**src/rtl/assert_macros.svh**
```systemverilog
// Assertion macros shared by the RTL of the segment intersection core.
// Depends on nothing; included inside module bodies.
`ifndef ASSERT_MACROS_SVH
`define ASSERT_MACROS_SVH
// Implication checked every clock, disabled during reset.
`define ASSERT_IMPL(label, clk, rst, ante, cons) \
  label: assert property (@(posedge clk) disable iff (rst) (ante) |-> (cons)) \
    else $error("assertion failed");
// Next-cycle implication, disabled during reset.
`define ASSERT_NEXT(label, clk, rst, ante, cons) \
  label: assert property (@(posedge clk) disable iff (rst) (ante) |=> (cons)) \
    else $error("assertion failed");
`endif

```
**src/rtl/sid_pkg.sv**
```systemverilog
// Package of the segment intersection core: widths and reset constants.
// Depends on nothing.
`default_nettype none
package sid_pkg;
  localparam int COORD_BITS_DEF = 16;
  localparam int DIST_BITS = 33;
  localparam int Q_BITS = 34;
  localparam logic [DIST_BITS-1:0] NO_HIT_RESET = 33'd6553600000;
endpackage
`default_nettype wire

```
**src/rtl/sid_div_cell.sv**
```systemverilog
// One restoring division cell: a quotient bit per cycle while enabled, passing its item on.
// Depends on sid_pkg.
`default_nettype none
module sid_div_cell #(
  parameter int DW = 34,
  parameter int PW = 100
) (
  input  wire logic                         clk,
  input  wire logic                         en,
  input  wire logic [DW-1:0]                rem_in,
  input  wire logic [DW-1:0]                den_in,
  input  wire logic [sid_pkg::Q_BITS-1:0]   q_in,
  input  wire logic [PW-1:0]                pay_in,
  output logic      [DW-1:0]                rem_out,
  output logic      [DW-1:0]                den_out,
  output logic      [sid_pkg::Q_BITS-1:0]   q_out,
  output logic      [PW-1:0]                pay_out
);
  import sid_pkg::*;
  localparam int Q_W = Q_BITS;
  logic [DW:0] sh;
  logic [DW:0] df;
  always_comb begin
    sh = {rem_in, 1'b0};
    df = sh - {1'b0, den_in};
  end
  always_ff @(posedge clk) begin
    if (en) begin
      den_out <= den_in;
      pay_out <= pay_in;
      if (!df[DW]) begin
        rem_out <= df[DW-1:0];
        q_out   <= {q_in[Q_W-2:0], 1'b1};
      end else begin
        rem_out <= sh[DW-1:0];
        q_out   <= {q_in[Q_W-2:0], 1'b0};
      end
    end
  end
endmodule
`default_nettype wire

```
**config.mk**
```make
export PLATFORM = sky130hd
export DESIGN_NAME = sid_div_cell
export DESIGN_NICKNAME = d
export VERILOG_FILES = /design/src/rtl/assert_macros.svh /design/src/rtl/sid_pkg.sv /design/src/rtl/sid_div_cell.sv
export SDC_FILE = /design/constraint.sdc
export NUM_CORES = 1
export LEC_CHECK = 0
export BUFFER_PORTS_ARGS = -buffer_cell sky130_fd_sc_hd__buf_2
export CORE_AREA = 2 2 156 158
export DETAILED_ROUTE_END_ITERATION = 8
export DIE_AREA = 0 0 158 160
export PLACE_DENSITY = 0.67
export SLEW_MARGIN = 10
export SYNTH_ARGS = -nofsm -noshare
export SYNTH_HDL_FRONTEND = slang
export SYNTH_SLANG_ARGS = --single-unit
```
**constraint.sdc**
```tcl
create_clock -name clk -period 6.1 [get_ports clk]
set_input_delay 0.61 -clock clk [delete_from_list [all_inputs] [get_ports clk]]
set_output_delay 0.61 -clock clk [all_outputs]
set_load 0.05 [all_outputs]
```
# Word-level counts from Yosys, hierarchy flattened
# Cells that the tools add are included.
dict set report totals {
  reg_bits 202
  in_bits 204
  output_inout_bits 202
  word_cells 8
}
dict set report classes {
  addsub 1
  mux 2
}
# cell count
set ops {}
lappend ops {{35-bit by 34-bit subtractor with 35-bit output} 1}
lappend ops {{34-bit two-way mux} 1}
lappend ops {{1-bit two-way mux} 1}

# Logic depth before layout (Yosys ltp)
# Gate-level depths: netlist of the first run.
dict set report depth {
  ltp_word 2
  depth_mapped 15
  depth_no_buf 12
}

# Least setup slack after synthesis of the first run
# No wires, ideal clock.
dict set report synth_timing {
  path_kind {input to register}
  startpoint {input port den_in[9]}
  endpoint {register rem_out[33] (data pin)}
  setup_time_ps 259
  arrival_time_ps 3196
  required_time_ps 5841
  path_slack_ps 2645
  path_stages 13
  path_buffers 1
  path_cell_list {inv_1 ha_1 o211a_1 a211oi_2 o31a_2 o31ai_4 a21oi_4 o21ai_2 a221oi_2 xor2_1 buf_6 mux2_2 a211o_1}
}
dict set report synth_via {
  elab_chain_cells 2
}
# element line
set synth_rtl {}
lappend synth_rtl {{from (decl)} sid_div_cell.sv:11} ;# input wire logic [DW-1:0] den_in,
lappend synth_rtl {{35-bit by 34-bit subtractor with 35-bit output} sid_div_cell.sv:25} ;# df = sh - {1'b0, den_in};
lappend synth_rtl {{34-bit two-way mux} sid_div_cell.sv:31} ;# if (!df[DW]) begin
lappend synth_rtl {{to (signal assigned)} sid_div_cell.sv:32} ;# rem_out <= df[DW-1:0];
lappend synth_rtl {{to (signal assigned)} sid_div_cell.sv:35} ;# rem_out <= sh[DW-1:0];
lappend synth_rtl {{to (decl)} sid_div_cell.sv:14} ;# output logic [DW-1:0] rem_out,
# No other way between the ends.
# A chain may end at the register's enable or synchronous reset.

# Final worst setup path of the first run
dict set report layout_timing {
  startpoint {input port rem_in[0]}
  endpoint {register rem_out[13] (data pin)}
}
dict set report layout_via {
  elab_chain_cells 2
}
# element line
set layout_rtl {}
lappend layout_rtl {{from (decl)} sid_div_cell.sv:10} ;# input wire logic [DW-1:0] rem_in,
lappend layout_rtl {{35-bit by 34-bit subtractor with 35-bit output} sid_div_cell.sv:25}
lappend layout_rtl {{34-bit two-way mux} sid_div_cell.sv:31}
# No other way between the ends.

==> results of run 1 <==
where the power goes:
part           internal (mW)  total (mW)  leakage, nW  switching [mW]
clock network          0.767        1.28        0.339           0.513
logic                  0.238       0.951         2.72           0.713
registers               1.68        1.71         1.98          0.0281
total                   2.69        3.94         5.04            1.25
final timing paths:
path                    end  cells after the start  startpoint  slack [ns]
max   rem_out[13]$_DFFE_PP_                     14   rem_in[0]        2.28
min   pay_out[44]$_DFFE_PP_                      1  pay_in[44]        0.28
final cells by class:
cell class / count / area, um^2
flip-flops and latches: 202 / 6070
diodes: 4 / 10.0
repair buffers: 407 / 2050
multi-input cells: 275 / 1970
inverters: 40 / 150
well taps: 324 / 405
clock inverters: 10 / 98.8
fillers: 2174 / 12500
clock buffers: 27 / 591
registers in the layout (all words and copies together), names as in the netlist:
name and cells:
pay_out 100, q_out 34, den_out 34, rem_out 34
critical path, stage by stage:
cell and delay [ns]:
buf_2 0.10, inv_1 0.06, fa_1 0.44, nand2b_1 0.19, a21oi_1 0.24, o21ai_2 0.15
o31ai_4 0.45, a21oi_4 0.13, o21ai_2 0.25, a221oi_2 0.14, xor2_4 0.35, buf_4 0.50
inv_2 0.10, mux2_4 0.31
Yosys cell counts, types with 2 or more instances:
library cell / instances
edfxtp_1: 202
nand2_1: 43
inv_1: 39
o21ai_0: 36
a21oi_1: 33
ha_1: 33
xor2_1: 18
a21o_1: 16
xnor2_1: 14
nor2_1: 9
nor2b_1: 7
and3_1: 4
buf_2: 4
nand2b_1: 4
nand3_1: 4
o21bai_1: 4
a31oi_1: 3
and2_1: 3
clkbuf_1: 3
o211ai_1: 3
o21a_1: 3
a2111oi_0: 2
a211o_1: 2
a211oi_1: 2
a21bo_2: 2
mux2_2: 2
nand4_1: 2
nor3_1: 2
o21ai_2: 2
o31a_1: 2
o31ai_1: 2
or2_2: 2
cell usage in the layout, fill, tap and decap left out, types with 7 or more instances in the layout:
cell type / netlist / layout
xnor2_1: 14 / 14
edfxtp_1: 202 / 202
a21o_1: 16 / 16
a21oi_1: 33 / 33
nor2_1: 9 / 9
clkbuf_16: 0 / 23
xor2_1: 18 / 17
ha_1: 33 / 33
o21ai_0: 36 / 36
buf_2: 4 / 403
nand2_1: 43 / 43
nor2b_1: 7 / 7
inv_1: 39 / 39
logic make-up (layout without fill, tap and decap cells):
logic type / after synthesis / in the layout
DFF: 202 / 202
adders and majority gates: 34 / 34
buffers and inverters: 49 / 484
other: 0 / 4
xor gates and xnor gates: 32 / 32
AOI/OAI and AO/OA: 125 / 125
and+or+nand+nor: 81 / 81
muxes: 3 / 3
layer usage:
metal / share of wire [%] / wire length [um] / vias to the layer above / GRT usage, %
met5: 0.17 / 38 / - / 0
li1: - / - / 2821 / -
met1: 37 / 8340 / 2758 / 20.1
met3: 10 / 2350 / 46 / 4.99
met4: 3.0 / 690 / 6 / 5.90
met2: 50 / 11400 / 257 / 29.7
==> run summary, run 1 <==
Post-CTS setup buffers = 0
Distinct cells, synth = 51
Main combinational cell family by area after synthesis = compound AO/OA/AOI/OAI gates
Synth Warn # = 0
Status = complete, no violations
Avg Inst Size Synth = 15.6 um^2
Vias per inst = 4.57
Peak supply drop = 179 uV
Min cycle time layout = 3.82 ns
Clock tree buffer depth = 3
I/O Pins = 406
Mux contribution to synthesized area = 0.457%
Die extent in x = 158 um
Initial Util = 34.5%
Max-slew headroom = 44.3%
Initial detailed-routing violation count = 363
Final core occ = 47.6%
Full die area = 25300 um^2
Share of cells above drive strength 1 = 47.2%
Setup ws final = 2.28 ns
Area contributors post-synth = edfxtp_1 74%, ha_1 5.0%, o21ai_0 2.2%
Post-route setup TNS = 0 ns
Dpl ws = 1.69 ns
Total GRT Usage = 17.1%
Nets = 1186
DR pass1 iterations = 4
Ys flop type = edfxtp_1
Vias in the first global route = 5699
H-tree depth = 1
Antenna-violating nets left = 0
Clk sinks = 202
Yosys reg bits = 202
Drt drc = 0
GRT Residual Overflow = 0
Leak = 5.04 nW
Worst EP arrival = 4.07 ns
Final cell count without fillers = 1289
Placed insts = 1248
Synth Area in Simple Gates = 4.52%
Root Driver = clkbuf_16
Synth Area in Compound Gates = 10.1%
First-pass GRT wire length = 32700 um
Final Hold Vio Count = 0
Worst EP required = 6.35 ns
Pwr dens = 348 nW/um^2
CP max FO = 53
Initial antenna violation count = 9
Worst Path Class, Setup = in2reg
Syn_nets = 764
Power Total = 3.94 mW
Max frequency = 262 MHz
Worst-path clk slew = 0.06 ns
Fin. max-slew vios = 0
Largest net degree at the start of global routing = 78
Total CTS buffers = 22
Max-cap viol count = 0
Via count = 5888
EDFF count, synth = 202
Period Utilization, post-route = 62.7%
RSZ-0062 raised after global routing = false
Post-route design area = 11300 um^2
Slew @ Worst Pin = 0.835 ns
Sequential fraction of the synthesis area = 73.8%
Die H = 160 um
P&R area growth vs syn = 38.1%
Cell Area, Synth = 8210 um^2
CTS tree = done
Gpl congestion = 0.769
Critical path endpoint category = flip-flop
Hold Crit Class = in2reg
Routed wire per std cell = 17.7 um
Resize count post-CTS = 0
Synthesized instance count = 526
Post-CTS Hold Buffers = 0
PortBufs = 404
Core area = 23800 um^2
Yosys top cell by area = edfxtp_1
Final setup violation count = 0
DP HPWL = 18000 um
Row Count = 57
Placed inst area = 10600 um^2
Startpoint class of the critical path = input port
Adder-Cell Fraction of Synth Area = 5.27%
Share of the synthesized area in the top cell type = 73.8%
Post-synthesis async set-or-reset flop share = 0%
Post-Route WL = 22800 um
Worst hold margin = 0.284 ns
XOR/XNOR Fraction of Synth Area = 3.41%
No activity file was read; power rests on OpenSTA's default activity.
==> run 2: changes to the inputs <==
Clock period 6.1 ns to 4 ns, I/O delays scaled along.
==> run 2 against run 1 <==
Against the previous run:
- first-iteration DRC count down 11%
- via count up 0.75%
- worst setup slack worse by 1.4 ns
- clock power up 53%
- sequential power up 53%
- global-route usage up 0.36 points
- cell area up 0.63%
- power up 53%
- flip-flop and latch count unchanged
- count of clock-buffer cells in the layout unchanged
==> run summary, run 2 (synthesized netlist as in run 1, its figures left out) <==
Status = complete, no violations (unchanged)
Worst hold margin = 0.0666 ns (was 0.284 ns)
Vias in the first global route = 5743 (was 5699)
First-pass GRT wire length = 33200 um (was 32700 um)
Startpoint class of the critical path = input port (unchanged)
Min cycle time layout = 3.15 ns
Period Utilization, post-route = 78.8%
Peak supply drop = 283 uV (was 179 uV)
Initial Util = 34.5% (unchanged)
Number of buffers and inverters on the critical path = 2 (was 4)
Critical path endpoint category = flip-flop (unchanged)
H-tree depth = 1 (unchanged)
DP HPWL = 18000 um (about the same)
Final Hold Vio Count = 0 (unchanged)
CP most frequent cell = o21ai_2 (unchanged)
Full die area = 25300 um^2 (unchanged)
Worst EP arrival = 3.41 ns (was 4.07 ns)
Fin. max-slew vios = 0 (unchanged)
Largest register by flop count = pay_out (unchanged)
Worst Path Class, Setup = in2reg (unchanged)
Worst EP required = 4.26 ns (was 6.35 ns)
Die extent in x = 158 um (unchanged)
P&R area growth vs syn = 39.0% (was 38.1%)
Largest register FFs = 100 (unchanged)
Die H = 160 um (unchanged)
Post-Route WL = 23000 um (was 22800 um)
Largest net degree at the start of global routing = 90 (was 78)
Cells along the critical path = buf_2 > inv_1 > fa_1 > nand2b_1 > a21oi_1 > o21ai_2 > o31ai_4 > a21oi_4 > o21ai_2 > a221oi_2 > xor2_4 > mux2_2 > a211o_1 (was buf_2 > inv_1 > fa_1 > nand2b_1 > a21oi_1 > o21ai_2 > o31ai_4 > a21oi_4 > o21ai_2 > a221oi_2 > xor2_4 > buf_4 > inv_2 > mux2_4)
Total GRT Usage = 17.5% (was 17.1%)
Pwr dens = 529 nW/um^2 (was 348 nW/um^2)
Share of cells above drive strength 1 = 47.7% (was 47.2%)
Gpl congestion = 0.764 (was 0.769)
GRT Residual Overflow = 0 (unchanged)
Root Driver = clkbuf_16 (unchanged)
Initial detailed-routing violation count = 324 (was 363)
Most frequent cells in the layout = 403 x buf_2, 202 x edfxtp_1, 43 x nand2_1 (unchanged)
Post-route design area = 11400 um^2 (was 11300 um^2)
CP max-delay cell = o31ai_4 (was buf_4)
Worst-path clk slew = 0.06 ns (about the same)
CP max FO = 5 (was 53)
Clk sinks = 202 (unchanged)
Slew @ Worst Pin = 0.648 ns (was 0.835 ns)
Max frequency = 317 MHz
Vias per inst = 4.56 (was 4.57)
Core area = 23800 um^2 (unchanged)
Hold Crit Class = in2reg (unchanged)
Max-cap viol count = 0 (unchanged)
PortBufs = 404 (unchanged)
Drt drc = 0 (unchanged)
Placed inst area = 10700 um^2 (was 10600 um^2)
RSZ-0062 raised after global routing = false (unchanged)
Commonest non-fill, non-tap cell in the layout = buf_2 (unchanged)
Max-slew headroom = 56.8% (was 44.3%)
Post-CTS Hold Buffers = 0 (unchanged)
Initial antenna violation count = 10 (was 9)
Row Count = 57 (unchanged)
DR pass1 iterations = 4 (unchanged)
Nets = 1190 (was 1186)
Total CTS buffers = 23 (was 22)
Worst path max stage delay = 0.46 ns (was 0.50 ns)
Antenna-violating nets left = 0 (unchanged)
Resize count post-CTS = 0 (unchanged)
CTS tree = done (unchanged)
Leak = 5.06 nW (was 5.04 nW)
Routed wire per std cell = 17.7 um (about the same)
Via count = 5932 (was 5888)
Post-route setup TNS = 0 ns (unchanged)
Final setup violation count = 0 (unchanged)
Post-CTS setup buffers = 0 (unchanged)
I/O Pins = 406 (unchanged)
Clock tree buffer depth = 3 (unchanged)
Critical path's top delay family = compound AO/OA/AOI/OAI gates (unchanged)
run 2: path summary, 6_finish.rpt:
check	start	end	cells after the start
worst max-delay path	rem_in[0]	rem_out[33]$_DFFE_PP_	13
worst min-delay path	q_in[32]	q_out[33]$_DFFE_PP_	1
run 2: cell type report:
class | count | area, um^2
Antenna cell | 8 | 20.0
Clock buffer | 27 | 591
Clock inverter | 14 | 113
Fill cell | 2190 | 12400
Inverter | 40 | 150
Multi-Input combinational cell | 275 | 1970
Sequential cell | 202 | 6070
Tap cell | 324 | 405
Timing Repair Buffer | 410 | 2100
run 2: per-stage QoR:
stage | power (mW) | utilization [%] | std cells | setup slack (ns)
floorplan | 3.69 | - | 526 | 0.755
global placement | 4.11 | 44.9 | 1251 | 0.335
detailed placement | 4.13 | 44.9 | 1251 | 0.273
CTS | 6.11 | 47.8 | 1292 | 0.819
global route | 6.28 | 47.9 | 1296 | 0.660
finish | 6.04 | 47.9 | 1300 | 0.848
run 2: power breakdown:
part | leakage [nW] | internal, mW | switching (mW)
Combinational | 2.75 | 0.375 | 1.09
Sequential | 1.98 | 2.57 | 0.0424
Clock | 0.333 | 1.13 | 0.834
run 2: metal layers:
layer  vias up  routed length, um  global-route usage [%]
li1       2845                  -                       -
met1      2784               8650                    20.8
met2       253              11300                    29.7
met3        46               2350                    5.29
met4         4                694                    6.31
met5         -                 22                       0
